===== src/hdl/tlpt_pkg.sv =====
// Shared types and constants of the two-level page table mapper.
// No dependencies; every other source file but tlpt_if.sv refers to this package.
package tlpt_pkg;

   // Default number of 4 KiB pages in the word store.
   localparam int STORE_PAGES_DEF = 256;
   // Words in one page and width of the in-page word index.
   localparam int WORDS_PER_PAGE = 1024;
   localparam int ENTRY_IDX_W = 10;
   // Width of the page frame number carried by entries and addresses.
   localparam int FRAME_NUM_W = 20;
   // Allocator start frame after reset.
   localparam logic [7:0] FIRST_FREE_RESET = 8'd64;

   // Configuration port geometry: one register, byte addressed with the low two bits ignored.
   localparam int CSR_ADDR_W = 3;
   localparam logic [0:0] REG_FIRST_FREE = 1'b0;

   typedef enum logic [1:0] {
      CMD_MAP   = 2'd0,
      CMD_UNMAP = 2'd1,
      CMD_READ  = 2'd2,
      CMD_WRITE = 2'd3
   } cmd_type;

   typedef enum logic [2:0] {
      STAT_OK         = 3'd0,
      STAT_MISALIGNED = 3'd1,
      STAT_OUTSIDE    = 3'd2,
      STAT_NO_FRAME   = 3'd3,
      STAT_NOT_MAPPED = 3'd4
   } status_type;

   typedef enum logic [2:0] {
      S_CLEAR,
      S_IDLE,
      S_ISSUE,
      S_WALK,
      S_READ,
      S_TABLE,
      S_DONE
   } state_type;

   // Configuration handed from the register block to the controller.
   typedef struct packed {
      logic       load;
      logic [7:0] first_free;
   } cfg_type;

   // One result transaction.
   typedef struct packed {
      status_type                 status;
      logic [31:0]                read_data;
      logic                       table_allocated;
      logic [FRAME_NUM_W-1:0]     table_frame;
   } rsp_payload_type;

endpackage


===== src/hdl/tlpt_csr.sv =====
// Configuration register block: holds first_free_frame behind an APB-style port.
// Depends on tlpt_pkg for the register map and the cfg_type struct.
module tlpt_csr (
   input  logic                            clock,
   input  logic                            reset,
   input  logic                            psel,
   input  logic                            penable,
   input  logic                            pwrite,
   input  logic [tlpt_pkg::CSR_ADDR_W-1:0] paddr,
   input  logic [31:0]                     pwdata,
   output logic [31:0]                     prdata,
   output logic                            pready,
   output tlpt_pkg::cfg_type               cfg
);

   logic [7:0] first_free_ff;
   logic [7:0] first_free_in;
   logic       reg_hit;
   logic       wr_fire;

   assign pready  = 1'b1;
   assign reg_hit = (paddr[tlpt_pkg::CSR_ADDR_W-1:2] == tlpt_pkg::REG_FIRST_FREE);
   assign wr_fire = psel && penable && pwrite && pready && reg_hit;

   always_comb begin
      first_free_in = first_free_ff;
      if (wr_fire) begin
         first_free_in = pwdata[7:0];
      end
   end

   always_ff @(posedge clock) begin
      if (reset) begin
         first_free_ff <= tlpt_pkg::FIRST_FREE_RESET;
      end else begin
         first_free_ff <= first_free_in;
      end
   end

   assign prdata         = reg_hit ? {24'd0, first_free_ff} : 32'd0;
   assign cfg.load       = wr_fire;
   assign cfg.first_free = pwdata[7:0];

endmodule


===== config.mk =====
export PLATFORM = sky130hd
export DESIGN_NAME = tlpt_csr
export DESIGN_NICKNAME = d
export VERILOG_FILES = /design/src/hdl/tlpt_pkg.sv /design/src/hdl/tlpt_csr.sv
export SDC_FILE = /design/constraint.sdc
export NUM_CORES = 1
export LEC_CHECK = 0
export BUFFER_PORTS_ARGS = -buffer_cell sky130_fd_sc_hd__buf_2
export CAP_MARGIN = 0
export CORE_UTILIZATION = 30
export DETAILED_ROUTE_END_ITERATION = 16
export HOLD_SLACK_MARGIN = 0.03
export PLACE_DENSITY = 0.7
export SETUP_SLACK_MARGIN = 0.05
export SYNTH_ARGS = -nofsm -noshare
export SYNTH_HDL_FRONTEND = slang
export SYNTH_SLANG_ARGS = --single-unit

===== constraint.sdc =====
create_clock -name clock -period 1.1 [get_ports clock]
set_input_delay 0.22 -clock clock [delete_from_list [all_inputs] [get_ports clock]]
set_output_delay 0.22 -clock clock [all_outputs]
set_load 0.03 [all_outputs]

==> flow_summary.json, run 1 <==
{
  "layout-drive-gt1-share_pct": 51.0,
  "period_minus_slack_ns": 1.10,
  "pre_cts_slack_ns": 0.0202,
  "fin_nets": 146,
  "yosysSeqAreaShare_pct": 23.1,
  "setup_slack_ns": -0.00225,
  "nFillCells": 233,
  "chipHeight_um": 50.1,
  "cts_htree_levels": 1,
  "drc_errors": 0,
  "ioPinCount": 82,
  "setup_viol": 5,
  "reg2reg_depth": 3,
  "cp-start-kind": "flip-flop",
  "r2r_start": "first_free_ff[7]$_SDFFE_PP0P_",
  "via_per_inst": 3.64,
  "num_rows": 17,
  "ir_worst_vdd_v": 0.000635,
  "largest_reg_flops": 8,
  "cts_tree": "yes",
  "crit_type": "flip-flop to primary output",
  "violations": "negative setup slack",
  "p_int_uw": 492,
  "die_width_um": 50.1,
  "grt_max_degree": 17,
  "arrival_ns": 0.88,
  "synth_area_um2": 693,
  "drtIter0Drc": 2,
  "cts_buffers": 3,
  "powerDensity_mw_per_mm2": 952,
  "max_clock_freq_ghz": 0.907,
  "pwr-share-clk_pct": 27.5,
  "clock-root-buffer": "clkbuf_4",
  "status": "finished with violations",
  "drtPass1Iterations": 2,
  "synth.ff_latch_count": 8,
  "clock_path_buffers": 2,
  "switchingPower_uw": 288,
  "max_flop_register": "first_free_ff",
  "finalWirelength_um": 1060,
  "synth_warnings": 0,
  "ant_nets": 0,
  "clkLatencyLatePin_ns": 0.25,
  "hold_depth": 3,
  "final.setup.tns_ns": -0.00501,
  "grt_pass1_wl_um": 1520,
  "drv_slew": 0,
  "finalHoldViolCount": 0,
  "maxCapViolCount": 0,
  "via_count": 480,
  "gp_congestion": 0.588,
  "diodes": 0,
  "global_route.usage.total_pct": 8.42,
  "combPwrFrac_pct": 34.0,
  "switching_share_pct": 37.0,
  "dieArea_mm2": 0.00251,
  "cp.required_ns": 0.88,
  "io_buffer_count": 30,
  "coreArea_mm2": 0.00219,
  "cp_max_fo": 2,
  "hold_buffers": 0,
  "first_global_vias": 369,
  "reg_top3": "first_free_ff (8)",
  "regToRegSetupSlack_ns": 0.44,
  "hold_path_class": "input pin to flip-flop",
  "p_leak_uw": 0.000424,
  "pwr-share-seq_pct": 38.5,
  "reg2reg_to": "first_free_ff[7]$_SDFFE_PP0P_",
  "syn_inst": 79,
  "clock_skew_ns": 0,
  "antenna_found_initial": 0,
  "fin_crit_sh_pct": 100,
  "rsz0062_at_grt": "true",
  "avgSynthCellArea_um2": 8.77,
  "clock-sinks": 8,
  "routedWlPerCell_um": 8.06,
  "ys_types": 10,
  "hold_start": "pwdata[2]",
  "hold_end": "first_free_ff[2]$_SDFFE_PP0P_",
  "holdWs_ns": 0.233,
  "grt_overflow": 0,
  "clk_pin_slew_ns": 0.05,
  "cp-end-kind": "primary output",
  "start_util_pct": 31.6,
  "area_growth_pct": 18.2
}
==> cell usage in the layout (no fill, tap or decap) <==
cell      count
mux2i_1       8
and2b_2       8
and4b_2       1
buf_4         5
buf_2        21
dfxtp_1       2
conb_1       25
clkbuf_4      3
dfxtp_2       6
nand2b_1     14
buf_6         9
nor2_1        2
==> stage by stage <==
stage / instances / total power, uW / area [um2] / utilization [%]
floorplan: 102 / 592 / 779 / -
global placement: 128 / 557 / 724 / 33.1
detailed placement: 128 / 560 / 724 / 33.1
CTS: 132 / 792 / 808 / 36.9
global route: 132 / 823 / 820 / 37.4
finish: 132 / 780 / 820 / 37.4
==> Yosys cell counts (all sizes together) <==
cell type	instances	share of area (%)
buf	35	38
nor2	2	1.1
and4b	1	1.4
nand2b	14	13
conb	2	1.1
dfxtp	8	23
mux2i	8	12
clkbuf	1	0.54
and2b	8	10
==> how the worst max path moves through the flow <==
stage | endpoint | slack, ns | depth (start not counted) | from
2_1_floorplan | cfg[8] | 0.12 | 3 | paddr[2]
3_3_place_gp | prdata[7] | 0.03 | 4 | paddr[2]
3_5_place_dp | first_free_ff[4]$_SDFFE_PP0P_ | 0.02 | 4 | paddr[2]
4_1_cts | prdata[4] | -0.01 | 2 | first_free_ff[4]$_SDFFE_PP0P_
5_1_grt | prdata[2] | -0.04 | 2 | first_free_ff[2]$_SDFFE_PP0P_
6_report | prdata[4] | -0.002 | 2 | first_free_ff[4]$_SDFFE_PP0P_
==> kinds of logic after synthesis <==
kind of cell / share of synthesized area [%]
buffers and inverters: 39.0
AND/OR/NAND/NOR: 25.3
multiplexers: 11.6
flip-flops: 23.1
other: 1.08
==> critical path, cell delays in order, from the launching register on <==
cell	delay, ns
dfxtp_2	0.31
and2b_2	0.19
buf_6	0.13
==> power by group through the flow <==
stage | registers [uW] | logic [uW] | clock network [uW]
final | 301 | 265 | 214
after global placement | 305 | 252 | 0
after floorplan | 305 | 287 | 0
after CTS | 300 | 264 | 229
after detailed placement | 306 | 255 | 0
after global routing | 301 | 279 | 243
==> repair_timing <==
action	4_1_cts	5_1_grt
endpoints found under the hold margin	0	0
buffers inserted	1	0
endpoints found under the setup margin	9	9
resized for setup	18	7
==> final cells by class <==
type,count,area (um2),share of cell area [%]
sequential,8,168,20.5
multi-input combinational,58,350,42.7
timing repair buffer,35,244,29.8
tap,28,35.0,4.27
clock buffer,3,22.5,2.75
==> routing by layer <==
metal  vias to the layer above  track usage (%)  share of wire (%)
met1                       204             9.41                 44
met2                        39             14.0                 45
met3                         0             5.56                 12
met4                         0                0                  0
met5                         -                0                  0
li1                        237                -                  -
Power figures use the tool's default switching activity.
==> inputs of run 2 (changes only) <==
--- a/config.mk
+++ b/config.mk
@@ -5,12 +5,14 @@
 export SDC_FILE = /design/constraint.sdc
 export NUM_CORES = 1
 export LEC_CHECK = 0
+export ABC_AREA = 1
 export BUFFER_PORTS_ARGS = -buffer_cell sky130_fd_sc_hd__buf_2
 export CAP_MARGIN = 0
 export CORE_UTILIZATION = 30
+export CTS_BUF_LIST = sky130_fd_sc_hd__clkbuf_8
 export DETAILED_ROUTE_END_ITERATION = 16
 export HOLD_SLACK_MARGIN = 0.03
-export PLACE_DENSITY = 0.7
+export PLACE_DENSITY = 0.69
 export SETUP_SLACK_MARGIN = 0.05
 export SYNTH_ARGS = -nofsm -noshare
 export SYNTH_HDL_FRONTEND = slang
==> run 2 against run 1 <==
  * The run now ends clean
  * Highest routed layer is now met4
  * Hold slack got worse by 0.0067 ns
  * Die area increased by 4.3%
  * First-iteration DRC count decreased by 50%
  * Combinational power increased by 12%
  * Routed wire length decreased by 1.2%
  * Critical path type unchanged
==> flow_summary.json, run 2 <==
{
  "regArea_um2": 170,
  "coreArea_mm2": 0.00225,
  "grt_overflow": 0,
  "powerDensity_mw_per_mm2": 1140,
  "ir_worst_vdd_v": 0.000546,
  "drtPass1Iterations": 2,
  "yosysSeqAreaShare_pct": 22.1,
  "nFillCells": 259,
  "synth_most_common_cell": "buf_4",
  "period_minus_slack_ns": 1.05,
  "combPwrFrac_pct": 31.2,
  "cp-end-kind": "primary output",
  "drc_errors": 0,
  "ant_nets": 0,
  "clkLatencyLatePin_ns": 0.22,
  "avgSynthCellArea_um2": 6.77,
  "cp.required_ns": 0.88,
  "grt_pass1_wl_um": 1620,
  "pwr-share-seq_pct": 32.6,
  "fin_nets": 173,
  "hold_path_class": "input pin to flip-flop",
  "cts_htree_levels": 1,
  "cts_tree": "yes",
  "finalWirelength_um": 1050,
  "area_growth_pct": 15.2,
  "io_buffer_count": 30,
  "pwr-share-clk_pct": 36.2,
  "crit_type": "flip-flop to primary output",
  "final_util_pct": 37.0,
  "clock_path_buffers": 2,
  "yosysTopAreaCell": "buf_4",
  "arrival_ns": 0.83,
  "ys_types": 15,
  "clock_skew_ns": 0,
  "multi_input_area_um2": 313,
  "fin_crit_sh_pct": 95.2,
  "rsz0062_at_grt": "true",
  "switchingPower_uw": 343,
  "drtIter0Drc": 1,
  "cts_buffers": 3,
  "clk_pin_slew_ns": 0.04,
  "num_rows": 17,
  "first_global_vias": 390,
  "final_cell_mix": "conb_1, buf_2, nor2_1",
  "synth_area_leaders": "buf_4, dfxtp_1, nor2_1",
  "synthFlopType": "dfxtp_1",
  "final.setup.tns_ns": 0,
  "max_clock_freq_ghz": 0.955,
  "p_leak_uw": 0.000497,
  "chipHeight_um": 51.1,
  "holdWs_ns": 0.226,
  "largest_reg_flops": 8,
  "cp-start-kind": "flip-flop",
  "regToRegSetupSlack_ns": 0.41,
  "p_int_uw": 607,
  "switching_share_pct": 36.1,
  "ioPinCount": 82,
  "hold_buffers": 0,
  "antenna_found_initial": 0,
  "die_width_um": 51.1,
  "max_flop_register": "first_free_ff",
  "syn_inst": 107,
  "setup_viol": 0,
  "dieArea_mm2": 0.00262,
  "clock-sinks": 8,
  "via_per_inst": 3.38,
  "synth.ff_latch_count": 8,
  "gp_congestion": 0.667,
  "synth-edff-count": 0,
  "power.total_uw": 949,
  "global_route.usage.total_pct": 8.37,
  "layout-drive-gt1-share_pct": 43.5,
  "reg_top3": "first_free_ff (8)",
  "drv_slew": 0,
  "ys_async_sr_fraction_pct": 0,
  "finalHoldViolCount": 0,
  "status": "complete, no violations",
  "synth_top_area_share_pct": 35.2,
  "netlist_top_cells_count": "buf_4, nor2_1, inv_1",
  "synth_area_um2": 724,
  "start_util_pct": 32.1,
  "via_count": 537,
  "diodes": 0,
  "final_common_cell": "conb_1",
  "hpwl_um": 894,
  "maxCapViolCount": 0,
  "routedWlPerCell_um": 6.61,
  "clock-root-buffer": "clkbuf_8",
  "synth_warnings": 0,
  "grt_max_degree": 11,
  "cp_max_fo": 2
}
[run 2: changes by cell type after synthesis, moves of 2 or more]
cell / before / now
inv_1: 0 / 17
mux2i_1: 8 / 0
and2b_2: 8 / 0
nand2_4: 0 / 2
nand3_1: 0 / 8
nor2_1: 2 / 20
nand2b_1: 14 / 0
nand2_1: 0 / 8
nor2_2: 0 / 2
[run 2: final cells by class]
cell class,instances,area share [%]
multi-input cells,68,37.5
repair buffers,33,24.1
flip-flops and latches,8,20.4
inverters,19,8.85
clock buffers,3,4.95
well taps,28,4.20
[run 2: repair_timing]
| item | CTS | global route |
|---|---|---|
| buffers inserted | 0 | 2 |
| endpoints found under the setup margin | 8 | 9 |
| cloned | 0 | 0 |
| gates resized for setup | 10 | 14 |
| pin swaps | 0 | 1 |
[run 2: metal layers]
| layer | GRT usage, % | vias to the layer above | wire length, um |
|---|---|---|---|
| li1 | - | 299 | - |
| met1 | 10.7 | 207 | 476 |
| met2 | 12.5 | 29 | 487 |
| met3 | 1.79 | 2 | 70 |
| met4 | 5.56 | 0 | 16 |
| met5 | 0 | - | 0 |
[run 2: kinds of logic after synthesis]
| kind of cell | synth area share (%) |
|---|---|
| other cells | 1.04 |
| simple gates | 29.2 |
| compound gates | 0.690 |
| flops | 22.1 |
| buf+inv | 47.0 |
[run 2: worst max-delay path: stages (launching register included)]
cell and delay [ns]:
dfxtp_2 0.32, inv_2 0.03, nor2_2 0.11, buf_6 0.14
[run 2: worst paths after layout]
path	startpoint	endpoint	depth (start not counted)
max reg2reg	first_free_ff[0]$_SDFFE_PP0P_	first_free_ff[0]$_SDFFE_PP0P_	3
min reg2reg	first_free_ff[6]$_SDFFE_PP1P_	first_free_ff[6]$_SDFFE_PP1P_	2
min	pwdata[6]	first_free_ff[6]$_SDFFE_PP1P_	3
max	first_free_ff[5]$_SDFFE_PP0P_	prdata[5]	3
[run 2: power by group through the flow]
stage                     clock network [uW]  logic, uW  registers, uW
after floorplan                            0        320            310
after global placement                     0        285            311
after detailed placement                   0        287            311
after CTS                                350        291            307
after global routing                     381        321            310
final                                    343        297            309
[run 2: stage by stage]
stage,area (um2),setup slack [ns],instances
6_report,835,0.0523,159
5_1_grt,835,0.000293,159
4_1_cts,801,0.0281,157
3_5_place_dp,737,0.0578,154
3_3_place_gp,737,0.0690,154
2_1_floorplan,811,0.112,130
