### src/hdl/tlpt_pkg.sv
// Shared types and constants of the two-level page table mapper.
// No dependencies; every other source file but tlpt_if.sv refers to this package.
package tlpt_pkg;

   // Default number of 4 KiB pages in the word store.
   localparam int STORE_PAGES_DEF = 256;
   // Words in one page and width of the in-page word index.
   localparam int WORDS_PER_PAGE = 1024;
   localparam int ENTRY_IDX_W = 10;
   // Width of the page frame number carried by entries and addresses.
   localparam int FRAME_NUM_W = 20;
   // Allocator start frame after reset.
   localparam logic [7:0] FIRST_FREE_RESET = 8'd64;

   // Configuration port geometry: one register, byte addressed with the low two bits ignored.
   localparam int CSR_ADDR_W = 3;
   localparam logic [0:0] REG_FIRST_FREE = 1'b0;

   typedef enum logic [1:0] {
      CMD_MAP   = 2'd0,
      CMD_UNMAP = 2'd1,
      CMD_READ  = 2'd2,
      CMD_WRITE = 2'd3
   } cmd_type;

   typedef enum logic [2:0] {
      STAT_OK         = 3'd0,
      STAT_MISALIGNED = 3'd1,
      STAT_OUTSIDE    = 3'd2,
      STAT_NO_FRAME   = 3'd3,
      STAT_NOT_MAPPED = 3'd4
   } status_type;

   typedef enum logic [2:0] {
      S_CLEAR,
      S_IDLE,
      S_ISSUE,
      S_WALK,
      S_READ,
      S_TABLE,
      S_DONE
   } state_type;

   // Configuration handed from the register block to the controller.
   typedef struct packed {
      logic       load;
      logic [7:0] first_free;
   } cfg_type;

   // One result transaction.
   typedef struct packed {
      status_type                 status;
      logic [31:0]                read_data;
      logic                       table_allocated;
      logic [FRAME_NUM_W-1:0]     table_frame;
   } rsp_payload_type;

endpackage

### src/hdl/tlpt_if.sv
// Request and response channel interfaces of the page table mapper.
// Depends on nothing but plain logic types; widths follow the field list.
interface tlpt_req_if;
   logic        valid;
   logic        ready;
   logic [1:0]  command;
   logic [31:0] virt_addr;
   logic [31:0] dir_base;
   logic [31:0] phys_addr;
   logic        user_access;
   logic [17:0] word_addr;
   logic [31:0] write_data;

   modport source (output valid, command, virt_addr, dir_base, phys_addr, user_access,
                   word_addr, write_data, input ready);
   modport sink (input valid, command, virt_addr, dir_base, phys_addr, user_access,
                 word_addr, write_data, output ready);
endinterface

interface tlpt_rsp_if;
   logic        valid;
   logic        ready;
   logic [2:0]  status;
   logic [31:0] read_data;
   logic        table_allocated;
   logic [19:0] table_frame;

   modport source (output valid, status, read_data, table_allocated, table_frame,
                   input ready);
   modport sink (input valid, status, read_data, table_allocated, table_frame,
                 output ready);
endinterface

### src/hdl/tlpt_ctrl.sv
// Command sequencer of the mapper: clears the store, walks directory and
// table entries, runs the frame allocator and holds the result register.
// Depends on tlpt_pkg and on the channel interfaces in tlpt_if.sv.
module tlpt_ctrl #(
   parameter int STORE_PAGES = tlpt_pkg::STORE_PAGES_DEF
) (
   input  logic                 clock,
   input  logic                 reset,
   input  tlpt_pkg::cfg_type    cfg,
   tlpt_req_if.sink             req_chan,
   tlpt_rsp_if.source           rsp_chan,
   output logic                 mem_en,
   output logic                 mem_we,
   output logic [$clog2(STORE_PAGES)+tlpt_pkg::ENTRY_IDX_W-1:0] mem_addr,
   output logic [31:0]          mem_wdata,
   input  logic [31:0]          mem_rdata
);

   localparam int FRAME_W = $clog2(STORE_PAGES);
   localparam int ADDR_W  = FRAME_W + tlpt_pkg::ENTRY_IDX_W;
   localparam int DEPTH   = STORE_PAGES * tlpt_pkg::WORDS_PER_PAGE;
   localparam int FN_W    = tlpt_pkg::FRAME_NUM_W;
   localparam logic [ADDR_W-1:0] LAST_ADDR   = ADDR_W'(DEPTH - 1);
   localparam logic [FN_W-1:0]   PAGES_LIMIT = FN_W'(STORE_PAGES);
   localparam logic [31:0]       WORD_LIMIT  = 32'(DEPTH);

   tlpt_pkg::state_type       state_ff, state_in;
   logic [ADDR_W-1:0]         clr_addr_ff, clr_addr_in;
   logic [FN_W-1:0]           next_free_ff, next_free_in;
   logic [FN_W-1:0]           tab_frame_ff, tab_frame_in;
   tlpt_pkg::rsp_payload_type res_ff, res_in;
   tlpt_pkg::rsp_payload_type out_ff, out_in;
   logic                      out_valid_ff, out_valid_in;

   // Latched request.
   tlpt_pkg::cmd_type cmd_ff;
   logic [31:0]       va_ff, dbase_ff, pa_ff, wdata_ff;
   logic              user_ff;
   logic [17:0]       waddr_ff;

   logic              accept;
   logic              out_free;
   logic              is_word_cmd;
   logic [31:0]       word_ext;
   logic              word_ok;
   logic [FN_W-1:0]   dir_frame;
   logic              dir_ok;
   logic              misaligned;
   logic              pde_present;
   logic [FN_W-1:0]   pde_frame;
   logic              pde_ok;
   logic              free_ok;
   logic [31:0]       pte;
   logic [ADDR_W-1:0] dir_addr;
   logic [tlpt_pkg::ENTRY_IDX_W-1:0] tab_idx;

   assign accept      = (state_ff == tlpt_pkg::S_IDLE) && req_chan.valid;
   assign out_free    = !out_valid_ff || rsp_chan.ready;
   assign is_word_cmd = (cmd_ff == tlpt_pkg::CMD_READ) || (cmd_ff == tlpt_pkg::CMD_WRITE);
   assign word_ext    = 32'(waddr_ff);
   assign word_ok     = word_ext < WORD_LIMIT;
   assign dir_frame   = dbase_ff[31:12];
   assign dir_ok      = dir_frame < PAGES_LIMIT;
   assign misaligned  = (va_ff[11:0] != 12'd0) ||
                        ((cmd_ff == tlpt_pkg::CMD_MAP) && (pa_ff[11:0] != 12'd0));
   assign pde_present = mem_rdata[0];
   assign pde_frame   = mem_rdata[31:12];
   assign pde_ok      = pde_frame < PAGES_LIMIT;
   assign free_ok     = next_free_ff < PAGES_LIMIT;
   assign pte         = {pa_ff[31:12], 9'd0, user_ff, 2'b11};
   assign tab_idx     = va_ff[21:12];
   assign dir_addr    = {dir_frame[FRAME_W-1:0], va_ff[31:22]};

   // Next state.
   always_comb begin
      state_in = state_ff;
      case (state_ff)
         tlpt_pkg::S_CLEAR: begin
            if (clr_addr_ff == LAST_ADDR) begin
               state_in = tlpt_pkg::S_IDLE;
            end
         end
         tlpt_pkg::S_IDLE: begin
            if (req_chan.valid) begin
               state_in = tlpt_pkg::S_ISSUE;
            end
         end
         tlpt_pkg::S_ISSUE: begin
            if (is_word_cmd) begin
               if (word_ok && (cmd_ff == tlpt_pkg::CMD_READ)) begin
                  state_in = tlpt_pkg::S_READ;
               end else begin
                  state_in = tlpt_pkg::S_DONE;
               end
            end else if (misaligned || !dir_ok) begin
               state_in = tlpt_pkg::S_DONE;
            end else begin
               state_in = tlpt_pkg::S_WALK;
            end
         end
         tlpt_pkg::S_WALK: begin
            if (!pde_present && (cmd_ff == tlpt_pkg::CMD_MAP) && free_ok) begin
               state_in = tlpt_pkg::S_TABLE;
            end else begin
               state_in = tlpt_pkg::S_DONE;
            end
         end
         tlpt_pkg::S_READ: begin
            state_in = tlpt_pkg::S_DONE;
         end
         tlpt_pkg::S_TABLE: begin
            state_in = tlpt_pkg::S_DONE;
         end
         tlpt_pkg::S_DONE: begin
            if (out_free) begin
               state_in = tlpt_pkg::S_IDLE;
            end
         end
         default: begin
            state_in = tlpt_pkg::S_IDLE;
         end
      endcase
   end

   // Outputs: memory port, result, allocator and output register.
   always_comb begin
      mem_en       = 1'b0;
      mem_we       = 1'b0;
      mem_addr     = '0;
      mem_wdata    = 32'd0;
      clr_addr_in  = clr_addr_ff;
      next_free_in = next_free_ff;
      tab_frame_in = tab_frame_ff;
      res_in       = res_ff;
      out_in       = out_ff;
      out_valid_in = out_valid_ff;
      req_chan.ready = (state_ff == tlpt_pkg::S_IDLE);

      case (state_ff)
         tlpt_pkg::S_CLEAR: begin
            mem_en      = 1'b1;
            mem_we      = 1'b1;
            mem_addr    = clr_addr_ff;
            clr_addr_in = clr_addr_ff + 1'b1;
         end
         tlpt_pkg::S_ISSUE: begin
            res_in.status          = tlpt_pkg::STAT_OK;
            res_in.read_data       = 32'd0;
            res_in.table_allocated = 1'b0;
            res_in.table_frame     = '0;
            if (is_word_cmd) begin
               if (!word_ok) begin
                  res_in.status = tlpt_pkg::STAT_OUTSIDE;
               end else begin
                  mem_en    = 1'b1;
                  mem_we    = (cmd_ff == tlpt_pkg::CMD_WRITE);
                  mem_addr  = word_ext[ADDR_W-1:0];
                  mem_wdata = wdata_ff;
               end
            end else if (misaligned) begin
               res_in.status = tlpt_pkg::STAT_MISALIGNED;
            end else if (!dir_ok) begin
               res_in.status = tlpt_pkg::STAT_OUTSIDE;
            end else begin
               mem_en   = 1'b1;
               mem_addr = dir_addr;
            end
         end
         tlpt_pkg::S_READ: begin
            res_in.read_data = mem_rdata;
         end
         tlpt_pkg::S_WALK: begin
            if (pde_present) begin
               if (!pde_ok) begin
                  res_in.status = tlpt_pkg::STAT_OUTSIDE;
               end else begin
                  // Existing table: write or clear the table entry now.
                  mem_en             = 1'b1;
                  mem_we             = 1'b1;
                  mem_addr           = {pde_frame[FRAME_W-1:0], tab_idx};
                  mem_wdata          = (cmd_ff == tlpt_pkg::CMD_MAP) ? pte : 32'd0;
                  res_in.table_frame = pde_frame;
                  res_in.read_data   = (cmd_ff == tlpt_pkg::CMD_MAP) ? pte : 32'd0;
               end
            end else if (cmd_ff == tlpt_pkg::CMD_UNMAP) begin
               res_in.status = tlpt_pkg::STAT_NOT_MAPPED;
            end else if (!free_ok) begin
               res_in.status = tlpt_pkg::STAT_NO_FRAME;
            end else begin
               // Take a table page and point the directory entry at it.
               mem_en                 = 1'b1;
               mem_we                 = 1'b1;
               mem_addr               = dir_addr;
               mem_wdata              = {next_free_ff, 9'd0, user_ff, 2'b11};
               next_free_in           = next_free_ff + 1'b1;
               tab_frame_in           = next_free_ff;
               res_in.table_allocated = 1'b1;
               res_in.table_frame     = next_free_ff;
               res_in.read_data       = pte;
            end
         end
         tlpt_pkg::S_TABLE: begin
            mem_en    = 1'b1;
            mem_we    = 1'b1;
            mem_addr  = {tab_frame_ff[FRAME_W-1:0], tab_idx};
            mem_wdata = pte;
         end
         default: begin
         end
      endcase

      if (cfg.load) begin
         next_free_in = FN_W'(cfg.first_free);
      end

      if (out_valid_ff && rsp_chan.ready) begin
         out_valid_in = 1'b0;
      end
      if ((state_ff == tlpt_pkg::S_DONE) && out_free) begin
         out_valid_in = 1'b1;
         out_in       = res_ff;
      end
   end

   always_ff @(posedge clock) begin
      if (reset) begin
         state_ff     <= tlpt_pkg::S_CLEAR;
         clr_addr_ff  <= '0;
         next_free_ff <= FN_W'(tlpt_pkg::FIRST_FREE_RESET);
         out_valid_ff <= 1'b0;
      end else begin
         state_ff     <= state_in;
         clr_addr_ff  <= clr_addr_in;
         next_free_ff <= next_free_in;
         out_valid_ff <= out_valid_in;
      end
   end

   always_ff @(posedge clock) begin
      tab_frame_ff <= tab_frame_in;
      res_ff       <= res_in;
      out_ff       <= out_in;
      if (accept) begin
         cmd_ff   <= tlpt_pkg::cmd_type'(req_chan.command);
         va_ff    <= req_chan.virt_addr;
         dbase_ff <= req_chan.dir_base;
         pa_ff    <= req_chan.phys_addr;
         user_ff  <= req_chan.user_access;
         waddr_ff <= req_chan.word_addr;
         wdata_ff <= req_chan.write_data;
      end
   end

   assign rsp_chan.valid           = out_valid_ff;
   assign rsp_chan.status          = out_ff.status;
   assign rsp_chan.read_data       = out_ff.read_data;
   assign rsp_chan.table_allocated = out_ff.table_allocated;
   assign rsp_chan.table_frame     = out_ff.table_frame;

endmodule

### src/flat_wrapper.sv
// flat-port wrapper written by rule: the top's interface ports become plain ports
module tlpt_ctrl_flat 
#(
   parameter int STORE_PAGES = tlpt_pkg::STORE_PAGES_DEF
)
  (clock, reset, cfg, mem_en, mem_we, mem_addr, mem_wdata, mem_rdata, req_chan_valid, req_chan_command, req_chan_virt_addr, req_chan_dir_base, req_chan_phys_addr, req_chan_user_access, req_chan_word_addr, req_chan_write_data, req_chan_ready, rsp_chan_valid, rsp_chan_status, rsp_chan_read_data, rsp_chan_table_allocated, rsp_chan_table_frame, rsp_chan_ready);
  tlpt_req_if req_chan_i ();
  tlpt_rsp_if rsp_chan_i ();
  input  logic clock;
  input  logic reset;
  input  tlpt_pkg::cfg_type cfg;
  output logic mem_en;
  output logic mem_we;
  output logic [$clog2(STORE_PAGES)+tlpt_pkg::ENTRY_IDX_W-1:0] mem_addr;
  output logic [31:0] mem_wdata;
  input  logic [31:0] mem_rdata;
  input wire logic [$bits(req_chan_i.valid)-1:0] req_chan_valid;
  input wire logic [$bits(req_chan_i.command)-1:0] req_chan_command;
  input wire logic [$bits(req_chan_i.virt_addr)-1:0] req_chan_virt_addr;
  input wire logic [$bits(req_chan_i.dir_base)-1:0] req_chan_dir_base;
  input wire logic [$bits(req_chan_i.phys_addr)-1:0] req_chan_phys_addr;
  input wire logic [$bits(req_chan_i.user_access)-1:0] req_chan_user_access;
  input wire logic [$bits(req_chan_i.word_addr)-1:0] req_chan_word_addr;
  input wire logic [$bits(req_chan_i.write_data)-1:0] req_chan_write_data;
  output wire logic [$bits(req_chan_i.ready)-1:0] req_chan_ready;
  output wire logic [$bits(rsp_chan_i.valid)-1:0] rsp_chan_valid;
  output wire logic [$bits(rsp_chan_i.status)-1:0] rsp_chan_status;
  output wire logic [$bits(rsp_chan_i.read_data)-1:0] rsp_chan_read_data;
  output wire logic [$bits(rsp_chan_i.table_allocated)-1:0] rsp_chan_table_allocated;
  output wire logic [$bits(rsp_chan_i.table_frame)-1:0] rsp_chan_table_frame;
  input wire logic [$bits(rsp_chan_i.ready)-1:0] rsp_chan_ready;
  assign req_chan_i.valid = req_chan_valid;
  assign req_chan_i.command = req_chan_command;
  assign req_chan_i.virt_addr = req_chan_virt_addr;
  assign req_chan_i.dir_base = req_chan_dir_base;
  assign req_chan_i.phys_addr = req_chan_phys_addr;
  assign req_chan_i.user_access = req_chan_user_access;
  assign req_chan_i.word_addr = req_chan_word_addr;
  assign req_chan_i.write_data = req_chan_write_data;
  assign req_chan_ready = req_chan_i.ready;
  assign rsp_chan_valid = rsp_chan_i.valid;
  assign rsp_chan_status = rsp_chan_i.status;
  assign rsp_chan_read_data = rsp_chan_i.read_data;
  assign rsp_chan_table_allocated = rsp_chan_i.table_allocated;
  assign rsp_chan_table_frame = rsp_chan_i.table_frame;
  assign rsp_chan_i.ready = rsp_chan_ready;
  tlpt_ctrl #(.STORE_PAGES(STORE_PAGES)) u_core (.clock(clock), .reset(reset), .cfg(cfg), .req_chan(req_chan_i), .rsp_chan(rsp_chan_i), .mem_en(mem_en), .mem_we(mem_we), .mem_addr(mem_addr), .mem_wdata(mem_wdata), .mem_rdata(mem_rdata));
endmodule
### config.mk
export PLATFORM = sky130hd
export DESIGN_NAME = tlpt_ctrl_flat
export DESIGN_NICKNAME = d
export VERILOG_FILES = /design/src/hdl/tlpt_pkg.sv /design/src/hdl/tlpt_if.sv /design/src/hdl/tlpt_ctrl.sv /design/src/flat_wrapper.sv
export SDC_FILE = /design/constraint.sdc
export NUM_CORES = 1
export LEC_CHECK = 0
export ABC_AREA = 1
export BUFFER_PORTS_ARGS = -buffer_cell sky130_fd_sc_hd__buf_2
export CAP_MARGIN = 10
export CORE_ASPECT_RATIO = 0.5
export CORE_MARGIN = 4
export CORE_UTILIZATION = 45
export DETAILED_ROUTE_END_ITERATION = 10
export MAX_ROUTING_LAYER = met4
export PLACE_DENSITY = 0.69
export SYNTH_ARGS = -nofsm -noshare
export SYNTH_HDL_FRONTEND = slang
export SYNTH_SLANG_ARGS = --single-unit
### constraint.sdc
create_clock -name clock -period 18.1 [get_ports clock]
set_input_delay 3.62 -clock clock [delete_from_list [all_inputs] [get_ports clock]]
set_output_delay 3.62 -clock clock [all_outputs]
set_load 0.05 [all_outputs]
==> summary.txt, run 1 <==
CP endpoint -> mem_wdata[26]
Hold-fix buffers, CTS -> 0
Antenna diodes -> 0
number of global-route vias before repair -> 9122
CP endpoint kind -> primary output
initial antenna violation count -> 0
DRC viols -> 0
Crit Reg-Reg Endpoint -> u_core.res_ff[39]
arrival time at the worst endpoint -> 6750 ps
Final Hold Fails -> 0
fin crit period -> 10370 ps
crit start category -> primary input
share of cells above drive strength 1 -> 0.2572
post-DP HPWL -> 24.20 mm
total wire length -> 33.34 mm
TritonCTS clock tree -> built
Final Max Slew Viols -> 0
Setup TNS Final -> 0 ps
final worst-path cycle share -> 0.5727
die width -> 244.1 um
WL/cell -> 18.24 um
critical path class -> in2out
main flop type after synthesis -> edfxtp_1
worst clock skew -> 9.501 ps
Global Route Usage Sum -> 0.2160
Mapped Cells -> 1153
EDFF count, synth -> 257
Clock Latency Late Sink -> 550 ps
number of nets with antenna violations after routing -> 0
FF-to-FF setup slack -> 14330 ps
placed cell areas -> 14310 um^2
htree depth -> 1
unrepaired setup endpoints after global routing -> no
Final Core Density -> 0.5643
share of the synthesized area in the top cell type -> 0.6155
Synth top cells by count -> 257 x edfxtp_1, 248 x nand2_1, 139 x nor2_1, 127 x inv_1, 84 x nand3_1
Max-Cap Viols -> 0
final setup fails -> 0
cell taking the most area after synthesis -> edfxtp_1
reg2reg start -> u_core.cmd_ff[1]
Finished Layout Cells -> 1828
Overflow after GRT -> 0
drt pass-1 iters -> 5
CP Max Fanout -> 36
post-synth net total -> 1349
most common cell in the netlist -> edfxtp_1
DRT iter0 DRCs -> 881
CP Cell Sequence -> buf_2 -> inv_1 -> nor2_4 -> nand3_2 -> o21ai_4 -> inv_2 -> o21ai_2 -> buf_2
clock-pin transition on the worst setup and hold timing paths -> 60 ps
post-CTS setup buffer count -> 0
Ys Warns -> 0
Placer Congestion -> 0.9595
Die Y-Extent -> 126.0 um
post-synth design cell area -> 12540 um^2
Worst VDD drop -> 0.07169 mV
I/O pins -> 304
CTS resizes -> 0
crit path launch -> mem_rdata[0]
Clock Path Buffers -> 3
relative slew slack -> 0.1627
core footprint -> 26910 um^2
synthesized flop and latch total -> 299
dpl cells -> 1778
num rows -> 42
sequential fraction of the synthesis area -> 0.6826
Initial Utilization -> 0.4660
largest net degree at the start of global routing -> 77
final instance area -> 15180 um^2
PD cells -> 122.3 nW/um^2
Layout area overhead -> 21.10%
Worst EP required -> 14480 ps
leakage -> 0.006260 uW
CP most frequent cell -> buf_2
nets -> 1630
top cells by area, synth -> edfxtp_1 62%, nand2_1 7.4%, dfxtp_1 6.7%
slew at the pin closest to its max-slew limit -> 1251 ps
Syn Area/Cell -> 10.87 um^2
via/cell ratio -> 5.100
first-pass GRT wire length -> 50.77 mm
die area -> 30760 um^2
Max Clk Rate -> 96.48 MHz
CP max stage cell -> buf_2
Hold Crit Class -> reg2reg
async set-reset flop share out of synthesis -> 0
port buffer count -> 291
cells on worst reg2reg path -> 6
root buf cell -> clkbuf_16
slowest stage delay, CP -> 650 ps
status -> complete, no violations
Netlist cell types -> 46
CTS Buf Count -> 27
Num Clock Sinks -> 299
via count -> 9322
-- worst min path at each step --
stage / startpoint / endpoint / slack, ps / cells past startpoint
4_1_cts: u_core.res_ff[46] / u_core.rsp_chan.read_data[25] / 420 / 0
2_1_floorplan: u_core.res_ff[21] / u_core.rsp_chan.read_data[0] / 400 / 0
3_5_place_dp: u_core.res_ff[46] / u_core.rsp_chan.read_data[25] / 400 / 0
3_3_place_gp: u_core.res_ff[50] / u_core.rsp_chan.read_data[29] / 400 / 0
6_report: u_core.res_ff[13] / u_core.rsp_chan.table_frame[13] / 420 / 0
5_1_grt: u_core.res_ff[42] / u_core.rsp_chan.read_data[21] / 420 / 0
-- through the flow --
stage	total power (uW)	setup WS (ps)	hold WS, ps
floorplan	1205	4446	400.3
global placement	1295	7861	400.4
detailed placement	1308	7808	404.5
CTS	1872	7792	419.6
global route	1936	7619	423.2
finish	1857	7735	417.6
-- registers in the layout, indices dropped and copies added, names as in the netlist --
name,cells
u_core.tab_frame_ff,8
u_core.clr_addr_ff,18
u_core.next_free_ff,20
u_core.wdata_ff,32
u_core.cmd_ff,2
u_core.rsp_chan.status,3
u_core.state_ff,3
u_core.dbase_ff,20
u_core.pa_ff,32
u_core.rsp_chan.table_allocated,1
u_core.waddr_ff,18
u_core.rsp_chan.read_data,32
u_core.user_ff,1
u_core.rsp_chan.table_frame,20
u_core.res_ff,56
u_core.va_ff,32
u_core.rsp_chan.valid,1
-- layer usage --
metal,track usage,up-vias,share of wire
met5,-,-,0
met4,0.07078,0,0.033
met3,0.03866,74,0.057
met2,0.3562,360,0.49
met1,0.2744,4393,0.42
li1,-,4495,-
-- cells by family (layout without fill, tap and decap cells) --
group	Yosys count	count (layout)	synth area share
AO/OA/AOI/OAI	118	118	0.06047
XOR/XNOR	6	6	0.004191
adder cells (fa/ha/maj)	2	2	0.001995
buffers and inverters	181	482	0.05888
flip-flops	299	299	0.6826
multiplexers	1	1	0.0008981
AND/OR/NAND/NOR	546	546	0.1910
-- final cells by class --
class	count	area, um^2
fillers	2315	11720
flip-flops and latches	299	8558
multi-input cells	673	3271
repair buffers	299	1524
clock buffers	30	686.9
inverters	134	503.0
well taps	374	467.9
clock inverters	19	172.7
-- critical path: cells and delay by family --
family	cells	cell delay [ps]
buf+inv	4	1700
simple gates	2	770
compound gates	2	610
-- power by group --
part / leakage (uW) / internal, uW / switching (uW) / total (uW)
Clock: 0.000419 / 316 / 247 / 564
Sequential: 0.00270 / 889 / 40.8 / 930
Combinational: 0.00314 / 79.8 / 283 / 363
Total: 0.00626 / 1290 / 572 / 1860
-- cells in the final DEF, fill, tap and decap left out, types with 2 or more instances in the layout --
cell type	n
buf_2	291
edfxtp_1	257
nand2_1	248
nor2_1	138
inv_1	127
nand3_1	84
dfxtp_1	42
nand4_1	37
o21ai_0	29
a21oi_1	28
clkbuf_16	27
a22oi_1	17
nor3_1	11
o21ai_2	10
clkinv_1	10
a22o_1	8
inv_2	7
buf_4	7
a21boi_0	6
nor2_4	5
o21ai_1	5
o22ai_1	5
nand3b_1	4
xor2_1	4
nand2_2	3
nor3b_1	3
bufinv_16	3
clkbuf_1	3
and2_0	2
nor3_2	2
nor2_2	2
o211ai_1	2
a21oi_4	2
xnor2_1	2
a31oi_1	2
ha_1	2
inv_6	2
clkinv_2	2
clkinv_4	2
No activity file was read; power rests on OpenSTA's default activity.
==> inputs of run 2 (changes only) <==
==> constraint.sdc (replaced) <==
create_clock -name clock -period 10.5 [get_ports clock]
set_input_delay 2.1 -clock clock [delete_from_list [all_inputs] [get_ports clock]]
set_output_delay 2.1 -clock clock [all_outputs]
set_load 0.05 [all_outputs]
==> run 2 against run 1 <==
Effect of this change:
- clock power grew 81%
- global-route usage shrank 0.40 points
- clock skew grew 10 ps
- die area is the same
- cell count grew 0.38%
- hold slack is essentially flat
- sequential cell count is the same
- first-iteration DRC count shrank 7.5%
- register-to-register slack lost 7600 ps
- utilization grew 0.37 points
- clock-buffer cell count grew 5
==> summary.txt, run 2 (synthesis gave the netlist of run 1 again) <==
CP Cell Sequence -> buf_2 -> inv_1 -> nor2_4 -> nand3_2 -> o21ai_4 -> inv_2 -> o21ai_2 -> buf_2 (unchanged)
root buf cell -> clkbuf_16 (unchanged)
Max-Cap Viols -> 0 (unchanged)
leakage -> 0.006297 uW (was 0.006260 uW)
family with the most delay on the worst path -> buffers and inverters (unchanged)
worst clock skew -> 19.60 ps (was 9.501 ps)
Global Route Usage Sum -> 0.2120 (was 0.2160)
Initial Utilization -> 0.4660 (unchanged)
first-pass GRT wire length -> 49.92 mm (was 50.77 mm)
unrepaired setup endpoints after global routing -> no (unchanged)
via/cell ratio -> 5.060 (was 5.100)
post-CTS setup buffer count -> 0 (unchanged)
I/O pins -> 304 (unchanged)
Final Hold Fails -> 0 (unchanged)
critical path class -> in2out (unchanged)
Critical Path Stages -> 8 (unchanged)
WL/cell -> 17.80 um (was 18.24 um)
TritonCTS clock tree -> built (unchanged)
port buffer count -> 291 (unchanged)
num rows -> 42 (unchanged)
Overflow after GRT -> 0 (unchanged)
crit start category -> primary input (unchanged)
PD cells -> 212.7 nW/um^2 (was 122.3 nW/um^2)
CTS Buf Count -> 27 (unchanged)
Final Max Slew Viols -> 0 (unchanged)
nets -> 1631 (was 1630)
Max Clk Rate -> 138.0 MHz
final setup fails -> 0 (unchanged)
initial antenna violation count -> 5 (was 0)
die area -> 30760 um^2 (unchanged)
placed cell areas -> 14320 um^2 (was 14310 um^2)
commonest non-fill, non-tap cell in the layout -> buf_2 (unchanged)
Layout area overhead -> 21.88% (was 21.10%)
status -> complete, no violations (unchanged)
share of cells above drive strength 1 -> 0.2617 (was 0.2572)
DRT iter0 DRCs -> 815 (was 881)
cells on worst reg2reg path -> 6 (unchanged)
hold path depth -> 0 (unchanged)
Hold-fix buffers, CTS -> 0 (unchanged)
CP most frequent cell -> buf_2 (unchanged)
Most flops, register -> u_core.res_ff (unchanged)
die width -> 244.1 um (unchanged)
number of global-route vias before repair -> 9035 (was 9122)
clock-pin transition on the worst setup and hold timing paths -> 70 ps (was 60 ps)
CP endpoint kind -> primary output (unchanged)
arrival time at the worst endpoint -> 5140 ps (was 6750 ps)
final worst-path cycle share -> 0.6899
CP max stage cell -> buf_2 (unchanged)
fin crit period -> 7244 ps
Worst EP required -> 8400 ps (was 14480 ps)
post-DP HPWL -> 23.98 mm (was 24.20 mm)
Setup TNS Final -> 0 ps (unchanged)
via count -> 9285 (was 9322)
final instance area -> 15280 um^2 (was 15180 um^2)
drt pass-1 iters -> 5 (unchanged)
largest net degree at the start of global routing -> 84 (was 77)
slew at the pin closest to its max-slew limit -> 1128 ps (was 1251 ps)
number of nets with antenna violations after routing -> 0 (unchanged)
slowest stage delay, CP -> 600 ps (was 650 ps)
core footprint -> 26910 um^2 (unchanged)
Clock Path Buffers -> 3 (unchanged)
Crit path buffers/inverters -> 4 (unchanged)
most frequent cells in the layout -> 291 x buf_2, 257 x edfxtp_1, 248 x nand2_1, 138 x nor2_1, 127 x inv_1 (unchanged)
Die Y-Extent -> 126.0 um (unchanged)
DRC viols -> 0 (unchanged)
Hold Crit Class -> reg2reg (unchanged)
Clock Latency Late Sink -> 550 ps (about the same)
Worst VDD drop -> 0.1123 mV (was 0.07169 mV)
CP Max Fanout -> 36 (unchanged)
htree depth -> 1 (unchanged)
relative slew slack -> 0.2462 (was 0.1627)
total wire length -> 32.66 mm (was 33.34 mm)
Num Clock Sinks -> 299 (unchanged)
CTS resizes -> 0 (unchanged)
Placer Congestion -> 0.9215 (was 0.9595)
Largest register FFs -> 56 (unchanged)
run 2: cell count changes in the layout (fill, tap and decap cells not counted):
cell | previous run | this run
clkbuf_1 | 3 | 6
inv_6 | 2 | 1
buf_16 | 0 | 1
clkinv_2 | 2 | 5
clkinv_1 | 10 | 2
diode_2 | 0 | 5
clkinvlp_4 | 0 | 1
nor3_2 | 2 | 1
nor3_4 | 1 | 2
bufinv_16 | 3 | 4
clkbuf_8 | 0 | 2
run 2: layer usage:
layer / wire (um) / part of all wire / GRT usage / up-vias
li1: - / - / - / 4504
met1: 13750 / 0.42 / 0.2702 / 4404
met2: 15910 / 0.49 / 0.3476 / 314
met3: 2019 / 0.062 / 0.03972 / 63
met4: 983 / 0.030 / 0.06842 / 0
met5: 0 / 0 / - / -
run 2: power by group:
part	switching, uW	total [uW]	internal, uW	leakage, uW
Combinational	486	627	141	0.00315
Clock	432	1020	589	0.000446
Sequential	69.9	1600	1530	0.00270
Total	988	3250	2260	0.00630
run 2: final timing paths:
| kind | startpoint | to | slack [ps] |
|---|---|---|---|
| setup reg to reg | u_core.cmd_ff[1] | u_core.res_ff[25] | 6720 |
| setup / recovery | mem_rdata[0] | mem_wdata[26] | 3260 |
| hold / removal | u_core.res_ff[47] | u_core.rsp_chan.read_data[26] | 420 |
| hold reg to reg | u_core.res_ff[47] | u_core.rsp_chan.read_data[26] | 420 |
run 2: area by class of cell:
class	count	area, um^2
repair buffers	300	1551
multi-input cells	673	3277
well taps	374	467.9
flip-flops and latches	299	8558
diodes	5	12.51
inverters	134	503.0
clock inverters	15	186.4
clock buffers	35	725.7
fillers	2339	11620
run 2: through the flow:
step                hold slack, ps  utilization  total power, uW  instances  setup slack (ps)
floorplan                    400.3            -             2067       1153              2435
global placement             401.3       0.5320             2233       1778              3366
detailed placement           404.5       0.5320             2253       1778              3331
CTS                          415.9       0.5659             3269       1828              3329
global route                 419.8       0.5680             3390       1835              3057
finish                       417.8       0.5680             3250       1835              3256
run 2: worst register-to-register path: stages, from the launching register on:
cell and delay [ps]:
edfxtp_1 940, inv_2 360, nand2_2 500, inv_1 210, nor2_1 250, o21ai_1 170
a21oi_4 940
==> inputs of run 3 (changes only) <==
==> constraint.sdc (replaced) <==
create_clock -name clock -period 7.5 [get_ports clock]
set_input_delay 1.5 -clock clock [delete_from_list [all_inputs] [get_ports clock]]
set_output_delay 1.5 -clock clock [all_outputs]
set_load 0.05 [all_outputs]
==> run 3 against run 2 <==
Effect of this change:
- cell count down 0.16%
- design area fell by 0.37%
- register-to-register slack got worse by 3100 ps
- non-clock buffer count is 1 lower
- clock skew is 3.7 ps lower
- sequential power up 41%
- via count grew 0.94%
- combinational power rose by 40%
- hold slack better by 1.9 ps
- clock power up 36%
- highest routed layer unchanged
==> summary.txt, run 3 (synthesis gave the netlist of run 1 again) <==
Worst VDD drop -> 0.2125 mV (was 0.1123 mV)
WL/cell -> 18.15 um (was 17.80 um)
commonest non-fill, non-tap cell in the layout -> buf_2 (unchanged)
DRT iter0 DRCs -> 872 (was 815)
num rows -> 42 (unchanged)
port buffer count -> 291 (unchanged)
die area -> 30760 um^2 (unchanged)
leakage -> 0.006270 uW (was 0.006297 uW)
TritonCTS clock tree -> built (unchanged)
total wire length -> 33.25 mm (was 32.66 mm)
root buf cell -> clkbuf_16 (unchanged)
Largest register FFs -> 56 (unchanged)
met3 usage -> 0.04843 (was 0.03972)
CP Max Fanout -> 36 (unchanged)
largest net degree at the start of global routing -> 86 (was 84)
Clock Latency Late Sink -> 550 ps (about the same)
final worst-path cycle share -> 0.7958
GR peak layer -> met2 (unchanged)
Placer Congestion -> 0.9386 (was 0.9215)
first-pass GRT wire length -> 50.69 mm (was 49.92 mm)
Most flops, register -> u_core.res_ff (unchanged)
status -> complete, no violations (unchanged)
unrepaired setup endpoints after global routing -> no (unchanged)
Overflow after GRT -> 0 (unchanged)
crit start category -> primary input (unchanged)
number of global-route vias before repair -> 9204 (was 9035)
clock-pin transition on the worst setup and hold timing paths -> 70 ps (about the same)
via count -> 9372 (was 9285)
CP most frequent cell -> buf_2 (unchanged)
die width -> 244.1 um (unchanged)
worst clock skew -> 15.87 ps (was 19.60 ps)
share of cells above drive strength 1 -> 0.2596 (was 0.2617)
Initial Utilization -> 0.4660 (unchanged)
core footprint -> 26910 um^2 (unchanged)
Final Max Slew Viols -> 0 (unchanged)
post-DP HPWL -> 24.46 mm (was 23.98 mm)
CP max stage cell -> buf_2 (unchanged)
slowest stage delay, CP -> 590 ps (was 600 ps)
Max-Cap Viols -> 0 (unchanged)
Num Clock Sinks -> 299 (unchanged)
CTS resizes -> 0 (unchanged)
via/cell ratio -> 5.116 (was 5.060)
initial antenna violation count -> 6 (was 5)
DRC viols -> 0 (unchanged)
arrival time at the worst endpoint -> 4470 ps (was 5140 ps)
drt pass-1 iters -> 6 (was 5)
critical path class -> in2out (unchanged)
family with the most delay on the worst path -> buffers and inverters (unchanged)
fin crit period -> 5968 ps
Layout area overhead -> 21.44% (was 21.88%)
Global Route Usage Sum -> 0.2156 (was 0.2120)
PD cells -> 296.3 nW/um^2 (was 212.7 nW/um^2)
Crit path buffers/inverters -> 4 (unchanged)
post-CTS setup buffer count -> 0 (unchanged)
Clock Path Buffers -> 3 (unchanged)
CTS Buf Count -> 26 (was 27)
Max Clk Rate -> 167.6 MHz
htree depth -> 1 (unchanged)
CP endpoint kind -> primary output (unchanged)
Pwr Total -> 4512 uW (was 3250 uW)
number of nets with antenna violations after routing -> 0 (unchanged)
CP Cell Sequence -> buf_2 -> inv_1 -> nor2_4 -> nand3_2 -> o21ai_4 -> inv_2 -> o21ai_2 -> buf_2 (unchanged)
Hold-fix buffers, CTS -> 0 (unchanged)
most frequent cells in the layout -> 291 x buf_2, 257 x edfxtp_1, 248 x nand2_1, 138 x nor2_1, 127 x inv_1 (unchanged)
met2 Use GR -> 0.3641 (was 0.3476)
relative slew slack -> 0.1721 (was 0.2462)
# fillers -> 2329 (was 2339)
Setup TNS Final -> 0 ps (unchanged)
slew at the pin closest to its max-slew limit -> 1242 ps (was 1128 ps)
nets -> 1629 (was 1631)
final setup fails -> 0 (unchanged)
I/O pins -> 304 (unchanged)
Final Hold Fails -> 0 (unchanged)
Worst EP required -> 6000 ps (was 8400 ps)
Hold Crit Class -> reg2reg (unchanged)
Die Y-Extent -> 126.0 um (unchanged)
met1 Resource Use GR -> 0.2671 (was 0.2702)
-- run 3: layout make-up --
| type | instances | area [um^2] | area share |
|---|---|---|---|
| antenna | 6 | 15.01 | 0.0009861 |
| clock buffer | 32 | 673.1 | 0.04421 |
| clock inverter | 15 | 195.2 | 0.01282 |
| inverter | 134 | 503.0 | 0.03303 |
| multi-input combinational | 673 | 3277 | 0.2152 |
| sequential | 299 | 8558 | 0.5621 |
| tap | 374 | 467.9 | 0.03073 |
| timing repair buffer | 299 | 1536 | 0.1009 |
-- run 3: final timing paths --
check | from | end | slack [ps] | cells after the start
worst max-delay path | mem_rdata[0] | mem_wdata[26] | 1530 | 8
worst min register to register | u_core.res_ff[33] | u_core.rsp_chan.read_data[12] | 420 | 0
worst min-delay path | u_core.res_ff[33] | u_core.rsp_chan.read_data[12] | 420 | 0
worst max register to register | u_core.cmd_ff[1] | u_core.res_ff[11] | 3660 | 6
-- run 3: metrics by stage --
stage	util	hold slack [ps]	instance area (um^2)	cells	setup slack, ps
finish	0.5659	419.7	15230	1832	1532
global route	0.5659	426.1	15230	1832	1341
CTS	0.5643	419.6	15180	1825	1599
detailed placement	0.5320	404.5	14320	1778	1595
global placement	0.5320	401.3	14320	1778	1639
floorplan	-	400.3	12540	1153	35.38
-- run 3: power breakdown --
group	internal, uW	switching (uW)
clock	782	603
sequential	2150	101
combinational	194	685
total	3120	1390
-- run 3: metal layers --
layer / up-vias / wire length [um]
met5: - / 0
met4: 0 / 873
met3: 70 / 2413
met2: 367 / 16380
met1: 4441 / 13590
li1: 4494 / -
